===== src/design/kwmpq_pkg.sv =====
`timescale 1ns / 1ps
`default_nettype none
// ----------------------------------------------------------------------------
// kwmpq_pkg
// Shared types and codes for the K-way merge priority queue cell chain.
// ----------------------------------------------------------------------------
package kwmpq_pkg;

    localparam int VALUE_W = 32;
    localparam int LIST_W  = 4;
    localparam int KEY_W   = VALUE_W + LIST_W;

    localparam logic FUNC_INSERT  = 1'b0;
    localparam logic FUNC_EXTRACT = 1'b1;

    localparam logic [1:0] ST_OK    = 2'd0;
    localparam logic [1:0] ST_EMPTY = 2'd1;
    localparam logic [1:0] ST_FULL  = 2'd2;

    typedef logic [KEY_W-1:0] t_key;

    typedef struct packed {
        logic valid;
        t_key key;
    } t_slot;

    typedef struct packed {
        t_slot slot;
        logic  gt;
    } t_link;

    typedef struct packed {
        logic ins;
        logic ext;
        t_key key;
    } t_op;

endpackage : kwmpq_pkg
`default_nettype wire


===== src/design/k_way_merge_priority_queue.sv =====
// Execution: a word accepted into the command register is executed by the cell
// chain in the cycle after the accept, and its result is registered by the same edge.
// Acceptance: no word is taken while the command register holds the single insert
// or extract it hands to the cell chain or a result waits; independent of NUM_LISTS.
// Reset: synchronous active-low i_rst_n empties the chain and drops any word.
`timescale 1ns / 1ps
`default_nettype none
// ----------------------------------------------------------------------------
// k_way_merge_priority_queue
// Min-priority queue for a K-way merge, built as a sorted chain of cells.
// ----------------------------------------------------------------------------
module k_way_merge_priority_queue #(
    parameter int NUM_LISTS = 16
) (
    input  wire                                   i_clk,
    input  wire                                   i_rst_n,
    input  wire                                   i_valid,
    output logic                                  o_ready,
    input  wire                                   i_func,
    input  wire signed [kwmpq_pkg::VALUE_W-1:0]   i_value,
    input  wire        [kwmpq_pkg::LIST_W-1:0]    i_list_index,
    output logic                                  o_valid,
    input  wire                                   i_ready,
    output logic signed [kwmpq_pkg::VALUE_W-1:0]  o_out_value,
    output logic        [kwmpq_pkg::LIST_W-1:0]   o_out_list,
    output logic        [1:0]                     o_status
);
    import kwmpq_pkg::*;

    logic r_cmd_vld;
    logic r_cmd_func;
    t_key r_cmd_key;
    logic r_out_vld;

    t_link            links [0:NUM_LISTS];
    t_slot            slots [0:NUM_LISTS];
    logic [NUM_LISTS-1:0] valid_vec;
    t_op              op;
    logic             empty;
    logic             full;
    logic             accept;

    assign links[0].slot.valid = 1'b1;
    assign links[0].slot.key   = '0;
    assign links[0].gt         = 1'b0;
    assign slots[NUM_LISTS]    = '0;

    genvar gi;
    generate
        for (gi = 0; gi < NUM_LISTS; gi++) begin : g_cell
            kwmpq_cell u_cell (
                .i_clk   (i_clk),
                .i_rst_n (i_rst_n),
                .i_op    (op),
                .i_left  (links[gi]),
                .i_right (slots[gi+1]),
                .o_right (links[gi+1]),
                .o_left  (slots[gi])
            );
            assign valid_vec[gi] = links[gi+1].slot.valid;
        end
    endgenerate

    assign empty = !valid_vec[0];
    assign full  = valid_vec[NUM_LISTS-1];

    assign op.ins = r_cmd_vld && (r_cmd_func == FUNC_INSERT) && !full;
    assign op.ext = r_cmd_vld && (r_cmd_func == FUNC_EXTRACT) && !empty;
    assign op.key = r_cmd_key;

    assign o_ready = !r_cmd_vld && (!r_out_vld || i_ready);
    assign accept  = i_valid && o_ready;
    assign o_valid = r_out_vld;

    always_ff @(posedge i_clk) begin
        if (!i_rst_n) begin
            r_cmd_vld <= 1'b0;
            r_out_vld <= 1'b0;
        end else begin
            r_cmd_vld <= accept;
            if (r_cmd_vld) begin
                r_out_vld <= 1'b1;
            end else if (i_ready) begin
                r_out_vld <= 1'b0;
            end
        end
        if (accept) begin
            r_cmd_func <= i_func;
            r_cmd_key  <= {~i_value[VALUE_W-1], i_value[VALUE_W-2:0], i_list_index};
        end
        if (r_cmd_vld) begin
            o_out_value <= '0;
            o_out_list  <= '0;
            o_status    <= ST_OK;
            if (r_cmd_func == FUNC_EXTRACT) begin
                if (empty) begin
                    o_status <= ST_EMPTY;
                end else begin
                    o_out_value <= {~slots[0].key[KEY_W-1], slots[0].key[KEY_W-2:LIST_W]};
                    o_out_list  <= slots[0].key[LIST_W-1:0];
                end
            end else if (full) begin
                o_status <= ST_FULL;
            end
        end
    end

`ifndef SYNTHESIS
    a_thermometer: assert property (@(posedge i_clk) disable iff (!i_rst_n)
        (valid_vec[NUM_LISTS-1:1] & ~valid_vec[NUM_LISTS-2:0]) == '0)
        else $error("chain occupancy is not contiguous");

    a_head_sorted: assert property (@(posedge i_clk) disable iff (!i_rst_n)
        valid_vec[1] |-> (slots[0].key <= slots[1].key))
        else $error("chain head is not the smallest key");

    a_result_follows: assert property (@(posedge i_clk) disable iff (!i_rst_n)
        r_cmd_vld |=> o_valid)
        else $error("executed word produced no result");

    a_status_zero: assert property (@(posedge i_clk) disable iff (!i_rst_n)
        (o_valid && (o_status != ST_OK)) |-> (o_out_value == '0 && o_out_list == '0))
        else $error("error status with nonzero payload");
`endif

endmodule : k_way_merge_priority_queue
`default_nettype wire


===== src/design/kwmpq_cell.sv =====
`timescale 1ns / 1ps
`default_nettype none
// ----------------------------------------------------------------------------
// kwmpq_cell
// One slot of the sorted chain: holds a key, shifts right on insert,
// shifts left on extract.
// ----------------------------------------------------------------------------
module kwmpq_cell (
    input  wire                 i_clk,
    input  wire                 i_rst_n,
    input  kwmpq_pkg::t_op      i_op,
    input  kwmpq_pkg::t_link    i_left,
    input  kwmpq_pkg::t_slot    i_right,
    output kwmpq_pkg::t_link    o_right,
    output kwmpq_pkg::t_slot    o_left
);
    import kwmpq_pkg::*;

    logic r_valid;
    t_key r_key;
    logic n_valid;
    t_key n_key;
    logic gt_own;

    assign gt_own = r_valid && (r_key > i_op.key);

    assign o_right.slot.valid = r_valid;
    assign o_right.slot.key   = r_key;
    assign o_right.gt         = gt_own;
    assign o_left.valid       = r_valid;
    assign o_left.key         = r_key;

    always_comb begin
        priority if (i_op.ext) begin
            n_valid = i_right.valid;
            n_key   = i_right.key;
        end else if (i_op.ins) begin
            priority if (i_left.gt) begin
                n_valid = 1'b1;
                n_key   = i_left.slot.key;
            end else if (i_left.slot.valid && (!r_valid || gt_own)) begin
                n_valid = 1'b1;
                n_key   = i_op.key;
            end else begin
                n_valid = r_valid;
                n_key   = r_key;
            end
        end else begin
            n_valid = r_valid;
            n_key   = r_key;
        end
    end

    always_ff @(posedge i_clk) begin
        if (!i_rst_n) begin
            r_valid <= 1'b0;
        end else begin
            r_valid <= n_valid;
        end
        r_key <= n_key;
    end

endmodule : kwmpq_cell
`default_nettype wire

===== config.mk =====
export PLATFORM = sky130hd
export DESIGN_NAME = k_way_merge_priority_queue
export DESIGN_NICKNAME = d
export VERILOG_FILES = /design/src/design/kwmpq_pkg.sv /design/src/design/k_way_merge_priority_queue.sv /design/src/design/kwmpq_cell.sv
export SDC_FILE = /design/constraint.sdc
export NUM_CORES = 2
export LEC_CHECK = 0
export BUFFER_PORTS_ARGS = -buffer_cell sky130_fd_sc_hd__buf_2
export CORE_UTILIZATION = 30
export DETAILED_ROUTE_END_ITERATION = 10
export GPL_TIMING_DRIVEN = 0
export RECOVER_POWER = 50
export SLEW_MARGIN = 20
export SYNTH_ARGS = -nofsm -noshare
export SYNTH_HDL_FRONTEND = slang
export SYNTH_HIERARCHICAL = 1
export SYNTH_SLANG_ARGS = --single-unit
export TNS_END_PERCENT = 20

===== constraint.sdc =====
create_clock -name i_clk -period 5.2 [get_ports i_clk]
set_input_delay 0.52 -clock i_clk [delete_from_list [all_inputs] [get_ports i_clk]]
set_output_delay 0.52 -clock i_clk [all_outputs]
set_load 0.02 [all_outputs]

### After elaboration in Yosys (flattened, before gate mapping)

Index checks and enable logic that the tools add are counted.

* reduce and logical (&&, ||, !) cells: 108
* equality and inequality tests: 0
* magnitude comparators: 16
* div/mod/pow operators: 0
* bitwise logic cells: 4
* multipliers: 0
* add/subtract/negate cells: 0
* shifts and indexed selects: 0
* multiplexer cells: 127

Operator list (number)
* two-way mux 36 bit: 61
* greater-than comparator 36 bit: 16
* two-way mux 1 bit: 64
* nonzero test 3 bit: 14
* logical AND 1 bit: 37
* AND reduction 2 bit: 17
* zero test 1 bit: 18
* logical OR 1 bit: 17
* nonzero test 2 bit: 4
* two-way mux 2 bit: 2
* NOT 1 bit: 4
* OR reduction 2 bit: 1

* RAM bits: 0
* memory bits (read-only): 0
* bits in latches: 0
* flip-flop bits (word level): 669
* input bits: 41
* memories kept: 0

### Longest topological paths before layout

* depth after elaboration: 8
* mapped depth: 13
* gate-level depth less buffers: 11

### Hierarchy

Netlist, hierarchy kept.

Modules (own cells, without submodules)
* kwmpq_cell: sequential area each 1101.1 µm², times used 16, area each 3139.3 µm², cells each 335
* k_way_merge_priority_queue: sequential area each 2292.2 µm², times used 1, area each 2682.6 µm², cells each 134

### Worst setup path after synthesis

OpenSTA, ideal clock, no wires.

* path type: flip-flop to flip-flop
* start: register r_cmd_key[18]
* end: register g_cell[1].u_cell.r_key[0], enable pin
* cell stages (with the launch flop): 14
* period minus slack after synthesis: 5.134 ns
* data arrival time: 4.692 ns
* setup time: 0.441 ns
* required time: 4.759 ns
* slack: 0.066 ns
* path buffers: 2
* cells stage by stage: edfxtp_1 > inv_1 > ha_1 > nand4_2 > or4_4 > a2111oi_4 > nor2_1 > a31oi_1 > buf_4 > buf_2 > o21ai_0 > nand2_1 > o21ai_0 > a21oi_1

* elaborated cells between the ends (all ways): 8

RTL lines
* start, declared: line k_way_merge_priority_queue.sv:32 `t_key r_cmd_key;`
* start signal, assigned: line k_way_merge_priority_queue.sv:89 `r_cmd_key <= {~i_value[VALUE_W-1], i_value[VALUE_W-2:0], i_list_index};`
* greater-than comparator 36 bit: line kwmpq_cell.sv:25 `assign gt_own = r_valid && (r_key > i_op.key);`
* logical AND 1 bit: line kwmpq_cell.sv:25
* named net g_cell[0].u_cell.gt_own: line kwmpq_cell.sv:23 `logic gt_own;`
* nonzero test 3 bit (no source line)
* AND reduction 2 bit (no source line)
* end signal, assigned: line kwmpq_cell.sv:60 `r_key <= n_key;`
* end, declared: line kwmpq_cell.sv:20 `t_key r_key;`

The timed path passes the listed nets, and every way through them passes these cells.
A chain may end at the register's enable or synchronous reset.

### Worst setup path in the final report

* start: register r_cmd_key[18]
* end: register g_cell[13].u_cell.r_key[7], enable pin

* elaborated cells between the ends (all ways): 8

RTL lines (line)
* greater-than comparator 36 bit: kwmpq_cell.sv:25
* logical AND 1 bit: kwmpq_cell.sv:25
* named net g_cell[12].u_cell.gt_own: kwmpq_cell.sv:23
* nonzero test 3 bit (no source line)
* AND reduction 2 bit (no source line)
* end signal, assigned: kwmpq_cell.sv:60
* end, declared: kwmpq_cell.sv:20

The timed path passes the listed nets, and every way through them passes these cells.

==> results.txt <==
- The clock network is responsible for 40.3% of the overall power.
* Final critical path time including I/O delays and setup: 4850 ps
- Worst Reg2Reg Path Length in Cells: 15
* Leakage power total: 23.3 nW
- The congestion estimate from routability-driven global placement came to 0.879.
* Count of unresolved DRC violations after routing: 0
- After floorplanning, the core was divided into 153 placement rows.
- RSZ-0062 raised after global routing: false
- GR Util met3: 1.75%
- Top-level port count: 81
- Initial Utilization: 30.2%
- Count of buffers inserted at the top-level ports: 80
- Timing analysis after detailed placement gives a worst setup slack of 534 ps.
- The internal portion of the total power is 0.00950 W.
* List of cells traversed by the critical path: buf_8, inv_1, ha_1, nand4_2, or4_1, a2111oi_0, nor2_1, a31oi_1, clkbuf_4, buf_2, o21ai_0, nand2_1, o21ai_0, a21oi_4, buf_16
- Setup violations remaining at the end of the flow were counted as 0.
- Across the run, the number of max-cap violations was 0.
* Sum of net half-perimeters after detailed placement: 107000 um
- At the worst endpoint, the arrival time is 5230 ps.
- Number of clock sinks seen by CTS: 669
- The mapped netlist covers 0.0526 mm^2.
- After detailed routing, the number of vias per cell comes to 4.67.
- In this run the register-to-register setup slack is 350 ps.
- Number of DRC markers in iteration 0: 2381
* Switching power total: 0.00332 W
- Hold Path Class: in -> reg
- R2R Path Start: r_cmd_key[18]
- First-pass iteration count of the detailed router: 6
- For the pin with the worst max-slew slack, the measured transition is 1160 ps.
- Synthesized netlist cell count: 5453
* Post-route worst setup slack: 354 ps
- The clock arrives with 28.0 ps of skew.
- Along the worst path, the maximum fanout reaches 20.
* Total clock buffers created by CTS: 75
- Buffer cell driving the clock tree root: clkbuf_16
- Setup total negative slack on the finished layout was measured at 0 ps.
- Status: complete, no violations
- Vias in the first global route: 38100
* Most frequent standard cell in the layout excluding fill and tap cells: nand2_1
- Clock-pin slew was measured on the worst setup and hold paths at 60 ps.
* Number of nets still failing antenna checks after routing: 0
* Most frequent CP cell: o21ai_0
- Post-Syn Area per Cell: 9.65 um^2
* Maximum number of pins on one net before global-route repair: 33
- Final Instance Count excl. Fillers: 8158
- Overall global routing resource usage: 14.6%
* Mean routed wirelength per cell: 16.1 um
* Crit end category: register
- During synthesis, Yosys emitted a total of 6 warnings.
* Post-route clock period utilization: 93.2%
* Highest-utilization routing layer at the global route stage: met2
- Number of antenna violations at the first check in global routing: 0
- The count of final max-slew check failures came to 0.
- Combinational cells account for 11.7% of the total power.
* Worst skew pair latency: 690 ps
* P&R area growth vs syn: 13.7%
* Number of buffers between clock root and the deepest sink: 3
- The detailed router placed 38100 vias in this run.
- Top library cells by usage in the layout, fill and taps aside: nand2_1, o21ai_0, edfxtp_1, inv_1
- The number of failing hold endpoints at the final stage came to 0.
* Sw Ratio: 25.9%
* Placeable Area: 0.174 mm^2
- The die is 421 um tall.
- The setup path with the least slack is of type reg -> reg.
- Share of total power in sequential cells: 48.0%
* P per Cell Area: 214 mW/mm^2
- Antenna fix cells: 0
- STA puts the critical path data required time at 5580 ps.
* Wire length reported by the detailed router: 131000 um
- In the final design database the tool counted 6394 nets.
- The worst register-to-register path ends at g_cell[13].u_cell/r_key[7].
* Fraction of layout instances using a drive strength above 1: 15.6%
- Number of stages on the worst hold path: 2
* TritonCTS clock tree: yes
- For hold timing, the worst endpoint is r_cmd_key[35].
- The worst-case IR drop observed on VDD is 0.220 mV.
* Number of cells in the design after placement: 7989
* Full die area: 0.177 mm^2
- # resized after CTS: 0
* Overflow left after global routing: 0
- Hold wc startpoint: i_value[31]
* Crit path launch type: register
- Fmax: 206 MHz
- Worst slew margin: 22.9%
- The first global-routing pass estimated 207000 um of wire.
* Horiz. Die Dim: 421 um
- Among all stages on the critical path, the largest delay is contributed by edfxtp_1.
- Global routing consumed, on the met2 layer, 23.7% of the routing resources.
- For this run, global-route usage on met1 was measured as 20.3%.
- Biggest cell delay along the critical path: 790 ps
* Maximum level of the CTS H-tree: 3
## power by group through the flow
stage	Sequential [W]	Combinational, W	Clock, W
after detailed placement	0.00626	0.00148	0
after CTS	0.00615	0.00151	0.00530
final	0.00615	0.00151	0.00517
after floorplan	0.00628	0.000950	0
after global routing	0.00616	0.00170	0.00550
after global placement	0.00637	0.00127	0
## worst max-delay path by stage
stage                   from                    endpoint  slack (ps)  depth (start not counted)
4_1_cts         r_cmd_key[7]   g_cell[8].u_cell/r_key[4]         480                         13
5_1_grt        r_cmd_key[18]  g_cell[13].u_cell/r_key[7]         120                         15
3_5_place_dp    r_cmd_key[7]   g_cell[8].u_cell/r_key[5]         530                         13
3_3_place_gp       r_cmd_vld   g_cell[7].u_cell/r_key[4]       -2180                          5
2_1_floorplan  r_cmd_key[18]   g_cell[1].u_cell/r_key[0]          70                         13
6_report       r_cmd_key[18]  g_cell[13].u_cell/r_key[7]         350                         15
## layer usage
metal	up-vias	part of all wire, %
met1	17600	49
met2	830	44
met3	192	3.9
met4	0	3.1
li1	19400	-
met5	-	0
## per-stage QoR
stage | power [W] | utilization, % | hold slack, ps | cell area (um^2)
after global placement | 0.00764 | 32.3 | 544 | 56200
after global routing | 0.0134 | 34.4 | 67.3 | 59800
final | 0.0128 | 34.4 | 101 | 59800
after floorplan | 0.00723 | - | 525 | 52900
after CTS | 0.0130 | 34.5 | 45.2 | 60100
after detailed placement | 0.00774 | 33.0 | 552 | 57400
## timing repair
item | 4_1_cts | 5_1_grt
setup buffers | 0 | 0
endpoints found under the setup margin | 0 | 0
hold buffers | 36 | 0
hold endpoints to repair | 36 | 0
## flip-flops by register name, summed over array words and instances (netlist names)
| signal | flops |
|---|---|
| r_cmd_vld | 1 |
| o_status | 2 |
| r_cmd_func | 1 |
| o_out_value | 32 |
| o_out_list | 4 |
| g_cell.u_cell/r_key | 576 |
| g_cell.u_cell/r_valid | 16 |
| o_valid | 1 |
| r_cmd_key | 36 |
## cell type report
type                    count  area, um^2
clock inverters            34         244
plain buffers             786        5170
fillers                 17700      114000
inverters                 593        2230
repair buffers            173        1710
well taps                2325        2910
clock buffers              99        2050
multi-input cells        3479       25600
flip-flops and latches    669       19900
## worst max-delay path: cells and delay by family (launching register included)
| family | cells | cell delay, ps |
|---|---|---|
| flip-flops | 1 | 790 |
| adder cells (fa/ha/maj) | 1 | 330 |
| buffers and inverters | 5 | 970 |
| AO/OA/AOI/OAI | 5 | 1480 |
| AND/OR/NAND/NOR | 4 | 920 |
No activity file was read; power rests on OpenSTA's default activity.
